--- src/hdl/skbs_pkg.sv ---
// Shared constants and types for the sorted key binary search block.
package skbs_pkg;

  localparam int DEPTH = 1024;
  localparam int AW = $clog2(DEPTH);
  localparam int IDX_W = 12;
  localparam int SLOT_W = 10;
  localparam int KEY_W = 32;
  localparam int LAST_W = 11;

  localparam logic FUNC_LOAD = 1'b0;
  localparam logic FUNC_SEARCH = 1'b1;

  typedef logic signed [IDX_W-1:0] idx_t;

  typedef struct packed {
    logic                    is_search;
    logic                    is_empty;
    logic [AW-1:0]           slot;
    logic signed [KEY_W-1:0] key;
    idx_t                    lo;
    idx_t                    hi;
  } cmd_t;

endpackage

--- src/hdl/skbs_front.sv ---
// Front end: accept items, classify them and queue commands for the search engine.
module skbs_front import skbs_pkg::*; (
  input  logic                     clk,
  input  logic                     rst_n,
  input  logic                     push,
  output logic                     full,
  input  logic                     in_func,
  input  logic [SLOT_W-1:0]        in_slot,
  input  logic signed [KEY_W-1:0]  in_key,
  input  logic [SLOT_W-1:0]        in_first_index,
  input  logic signed [LAST_W-1:0] in_last_index,
  output logic                     cmd_valid,
  output cmd_t                     cmd,
  input  logic                     cmd_take
);

  cmd_t       q_r [2];
  logic       wp_r;
  logic       rp_r;
  logic [1:0] cnt_r;

  cmd_t       new_cmd;
  logic       keep;
  logic       wr;
  logic       rd;
  idx_t       lo_ext;
  idx_t       last_ext;
  idx_t       hi_sat;

  assign full = (cnt_r == 2'd2);
  assign cmd_valid = (cnt_r != 2'd0);
  assign cmd = q_r[rp_r];

  always_comb begin
    lo_ext = idx_t'({1'b0, in_first_index});
    last_ext = idx_t'(in_last_index);
    if (int'(in_last_index) > DEPTH - 1) begin
      hi_sat = idx_t'(DEPTH - 1);
    end else begin
      hi_sat = last_ext;
    end
    new_cmd.is_search = (in_func == FUNC_SEARCH);
    new_cmd.is_empty = (hi_sat < lo_ext);
    new_cmd.slot = AW'(in_slot);
    new_cmd.key = in_key;
    new_cmd.lo = lo_ext;
    new_cmd.hi = hi_sat;
    // drop loads aimed past the table
    keep = (in_func == FUNC_SEARCH) || (int'(in_slot) < DEPTH);
  end

  assign wr = push && !full && keep;
  assign rd = cmd_valid && cmd_take;

  always_ff @(posedge clk) begin
    if (wr) begin
      q_r[wp_r] <= new_cmd;
    end
  end

  always_ff @(posedge clk) begin
    if (!rst_n) begin
      wp_r <= 1'b0;
      rp_r <= 1'b0;
      cnt_r <= 2'd0;
    end else begin
      if (wr) begin
        wp_r <= !wp_r;
      end
      if (rd) begin
        rp_r <= !rp_r;
      end
      if (wr && !rd) begin
        cnt_r <= cnt_r + 2'd1;
      end else if (rd && !wr) begin
        cnt_r <= cnt_r - 2'd1;
      end
    end
  end

endmodule

--- config.mk ---
export PLATFORM = sky130hd
export DESIGN_NAME = skbs_front
export DESIGN_NICKNAME = d
export VERILOG_FILES = /design/src/hdl/skbs_pkg.sv /design/src/hdl/skbs_front.sv
export SDC_FILE = /design/constraint.sdc
export NUM_CORES = 1
export LEC_CHECK = 0
export BUFFER_PORTS_ARGS = -buffer_cell sky130_fd_sc_hd__buf_2
export CORE_UTILIZATION = 52
export CTS_CLUSTER_DIAMETER = 60
export DETAILED_ROUTE_END_ITERATION = 6
export GPL_ROUTABILITY_DRIVEN = 1
export PLACE_DENSITY = 0.79
export SETUP_SLACK_MARGIN = 0.05
export SLEW_MARGIN = 5
export SYNTH_ARGS = -nofsm -noshare
export SYNTH_HDL_FRONTEND = slang
export SYNTH_SLANG_ARGS = --single-unit
--- constraint.sdc ---
create_clock -name clk -period 4.4 [get_ports clk]
set_clock_uncertainty 0.1 [all_clocks]
set_input_delay 0.44 -clock clk [delete_from_list [all_inputs] [get_ports clk]]
set_output_delay 0.44 -clock clk [all_outputs]
set_load 0.005 [all_outputs]
# Yosys cells after proc, flatten, opt, wreduce, memory -nomap -nowiden
# Memories as Yosys holds them, arrays and structs flattened. A register that Yosys moved wholly into a read port is not among the register bits.
# Index checks and enable logic that the tools add are counted.
# classes
add_sub_neg	2
multipliers	0
n_div	0
order_cmp	2
n_eq_ne	1
n_shift	0
muxes	7
n_bitwise	0
reduce_logical	11
# ops
op	count
12-bit by 11-bit less-than comparator with 1-bit output	1
12-bit two-way mux	1
11-bit > comparator, second input constant	1
1-bit zero test	5
1-bit logical AND	4
1-bit two-way mux	4
2-bit two-way mux	2
2-bit nonzero test	2
2-bit by 1-bit adder with 2-bit output, second input constant	1
2-bit equality test, second input constant	1
2-bit by 1-bit subtractor with 2-bit output, second input constant	1
# totals
register_bits	4
latch_bits	0
mem_bits_rw	132
romBits	0
memories	1
# mem_list
memory	words	width	read_ports	rd_clocked_by_memory_dff	wr	line	source
q_r	2	66	1	1	1	skbs_front.sv:17	cmd_t q_r [2];

# Logic depth before layout (Yosys ltp)
# logic_depth
depth_word	7
ltp_mapped	7

# Least setup slack after synthesis
# Ideal clock, no wire load.
# synth_path
kind	register to register
startpoint	reg cnt_r[0]
endpoint	mem q_r[0][0] (netlist name), enable pin
setup_ns	0.488
arrival_time_ns	3.333
slack_ns	0.478
stages_incl_launch_ff	4
path_buffers	0
synth_period_minus_slack_ns	3.922
path_cell_list	dfxtp_1 -> nand2b_1 -> nand2_1 -> nor2_1
# synth_via
elab_chain_len	5
# synth_lines
element	line	source
from (decl)	skbs_front.sv:20	logic [1:0] cnt_r;
from (signal assigned)	skbs_front.sv:74	cnt_r <= cnt_r + 2'd1;
from (signal assigned)	skbs_front.sv:76	cnt_r <= cnt_r - 2'd1;
2-bit equality test	skbs_front.sv:30	assign full = (cnt_r == 2'd2);
1-bit zero test	skbs_front.sv:52	assign wr = push && !full && keep;
1-bit logical AND	skbs_front.sv:52	
1-bit two-way mux	skbs_front.sv:56	if (wr) begin
1-bit two-way mux (not written as such)	skbs_front.sv:57	q_r[wp_r] <= new_cmd;
to (decl)	skbs_front.sv:17	
# No other way between the ends.

==> flow_summary.json <==
{
  "leakage_nw": 2.70,
  "required_ns": 3.86,
  "yosysWarnings": 0,
  "cts_resized": 0,
  "dp_hpwl_um": 6090,
  "grt_pass1_wl_um": 14100,
  "via_per_inst": 4.91,
  "grt_usage_pct": 19.0,
  "arrival_ns": 2.42,
  "hold_buffers": 31,
  "grt_pass1_vias": 2839,
  "tightest_slew_ns": 0.894,
  "cp_slowest_cell": "dfxtp_2",
  "area_delta_synth_final_pct": 32.4,
  "reg2reg_slack_ns": 2.02,
  "syn_area_mm2": 0.00523,
  "grt_max_degree": 45,
  "fin_crit_sh_pct": 67.4,
  "cts_max_path_buffers": 2,
  "core_mm2": 0.00977,
  "syn_area_per_cell_um2": 19.1,
  "yosysUniqueCellTypes": 28,
  "crit_cells": 3,
  "root_buffer": "clkbuf_8",
  "start_kind": "register",
  "report.final.slew_viol_count": 0,
  "end_kind": "output port",
  "cts_inserted_buffers": 17,
  "ios": 138,
  "hold_viol_final": 0,
  "min_period_ns": 2.96,
  "vdd_drop_max_mv": 0.383,
  "ys_ff_latch": 135,
  "ys_seq_area_share_pct": 76.5,
  "wl_per_cell_um": 16.2,
  "antennaDiodeCount": 0,
  "power.density_mw_per_mm2": 572,
  "cap_violations": 0,
  "routed-wl-met3_um": 555,
  "drc": 0,
  "max_slew_margin_pct": 40.4,
  "drtIter0Drc": 91,
  "fp.dieW_um": 102,
  "fmax_ghz": 0.337,
  "critPathMaxStageDelay_ns": 0.85,
  "dr_total_vias": 2908,
  "crit_fanout": 33,
  "nets": 524,
  "layout-drive-gt1-share_pct": 51.2,
  "portBuffers": 135,
  "hold_class": "in -> reg",
  "place_congestion": 0.703,
  "worstSetupPathType": "reg -> out",
  "antenna_found_initial": 0,
  "met2_length_um": 4860,
  "crit_path_end": "cmd[44]",
  "post_cts_buffers": 0,
  "setup_viol": 0,
  "ant_nets": 0,
  "wl_met1_um": 4000,
  "timing.rr.end": "q_r[0][64]$_DFFE_PP_",
  "path_cells": "buf_4, mux2_2, buf_2",
  "worstSkewPairLatency_ns": 0.51,
  "cts_tree": "built",
  "finalWirelength_um": 9580,
  "ff2ff_path_depth": 4,
  "cts.clk_slew.worst_paths_ns": 0.06,
  "nFillCells": 664,
  "die_y_um": 102,
  "top_layer": "met4",
  "start_util_pct": 53.5,
  "rsz0062_at_grt": "no",
  "die_area_mm2": 0.0105,
  "cp.buffers_inverters": 2,
  "tns_ns": 0,
  "multiInputGateArea_mm2": 0.00107,
  "overflow": 0,
  "syn_inst": 274,
  "fin_total_pwr_mw": 3.96,
  "htree_levels": 4,
  "status": "finished clean",
  "placementRows": 36,
  "firstDrtPassIters": 4,
  "seqCellArea_mm2": 0.00401,
  "crit_family": "flip-flops",
  "cts_sinks": 135,
  "timing.rr.start": "cnt_r[0]$_SDFFE_PN0P_"
}
[kinds of logic (layout without fill, tap and decap cells)]
logic type | after synthesis | after routing | share of synthesized area [%]
buffers and inverters | 32 | 216 | 3.32
multiplexers | 65 | 65 | 14.0
AND/OR/NAND/NOR | 16 | 16 | 1.77
XOR/XNOR | 4 | 4 | 0.670
AO/OA/AOI/OAI | 11 | 11 | 1.24
flip-flops | 135 | 135 | 76.5
other | 1 | 2 | 0.0717
adder cells (fa/ha/maj) | 10 | 10 | 2.39
[state kept, by name, indices dropped and copies added, names as in the netlist, named ones only]
name,count
rp_r,1
q_r,130
wp_r,1
cnt_r,2
[through the flow]
step | util, % | instances | setup slack (ns) | instance area [µm²] | hold WS, ns
after floorplan | - | 275 | 0.478 | 5240 | 0.371
after global placement | 61.1 | 525 | 1.92 | 5980 | 0.383
after detailed placement | 61.1 | 525 | 1.91 | 5980 | 0.428
after CTS | 70.4 | 588 | 1.36 | 6880 | 0.000218
after global routing | 70.8 | 592 | 1.26 | 6920 | 0.000110
final | 70.8 | 592 | 1.44 | 6920 | 0.0261
[how the worst min path moves through the flow]
stage	to	slack [ns]	cells past startpoint	from
after global routing	q_r[1][49]$_DFFE_PP_	0.0001	1	in_key[27]
after global placement	cnt_r[1]$_SDFFE_PN0P_	0.38	2	cnt_r[1]$_SDFFE_PN0P_
after CTS	q_r[0][28]$_DFFE_PP_	0.0002	1	in_key[6]
final	q_r[1][39]$_DFFE_PP_	0.03	1	in_key[17]
after detailed placement	cnt_r[1]$_SDFFE_PN0P_	0.43	2	cnt_r[1]$_SDFFE_PN0P_
after floorplan	cnt_r[1]$_SDFFE_PN0P_	0.37	2	cnt_r[1]$_SDFFE_PN0P_
[cell type report]
type                    count  share of cell area (%)
well taps                 133                    2.40
flip-flops and latches    135                    57.8
clock buffers              17                    5.98
repair buffers            173                    15.1
inverters                  11                   0.596
clock inverters            15                    2.64
multi-input cells         108                    15.4
[synthesized netlist by cell type]
| cell type | instances | area share [%] |
|---|---|---|
| buf_2 | 1 | 0.096 |
| conb_1 | 1 | 0.072 |
| nand2_1 | 2 | 0.14 |
| o22ai_1 | 1 | 0.12 |
| buf_6 | 5 | 1.1 |
| ha_1 | 10 | 2.4 |
| or2_4 | 1 | 0.17 |
| nand2_2 | 1 | 0.12 |
| nand3_1 | 1 | 0.096 |
| inv_1 | 11 | 0.79 |
| a21boi_1 | 1 | 0.14 |
| and2_1 | 4 | 0.48 |
| o21ai_0 | 2 | 0.19 |
| mux2_2 | 65 | 14 |
| xnor2_1 | 3 | 0.50 |
| dfxtp_1 | 5 | 1.9 |
| a31oi_1 | 1 | 0.12 |
| or3_1 | 1 | 0.12 |
| nand2b_1 | 2 | 0.24 |
| nand3b_1 | 1 | 0.14 |
| clkbuf_1 | 11 | 0.79 |
| a21oi_1 | 4 | 0.38 |
| xor2_1 | 1 | 0.17 |
| a21o_1 | 2 | 0.29 |
| edfxtp_1 | 130 | 75 |
| and3_1 | 1 | 0.12 |
| nor2_1 | 2 | 0.14 |
| buf_4 | 4 | 0.57 |
[where the power goes]
part	switching, mW	internal [mW]
sequential	0.0936	1.65
clock	0.502	0.911
combinational	0.371	0.437
total	0.967	3.00
[layer usage]
metal | vias to the layer above | GRT usage [%]
met5 | - | 0
met4 | 0 | 8.90
met3 | 18 | 6.22
met2 | 110 | 30.5
met1 | 1400 | 23.5
li1 | 1380 | -
[layout by cell type (no fill, tap or decap), drive strengths merged]
cell	instances
and3	1
conb	2
o22ai	1
xor2	1
bufinv	4
ha	10
a21oi	4
or3	1
clkinvlp	1
or2	1
a21boi	1
xnor2	3
edfxtp	130
nand2	3
dlygate4sd3	35
clkinv	8
nand2b	2
mux2	65
a21o	2
dfxtp	5
inv	13
nand3	1
o21ai	2
a31oi	1
and2	4
nand3b	1
clkbuf	17
nor2	2
buf	138
No activity file was read; power rests on OpenSTA's default activity.
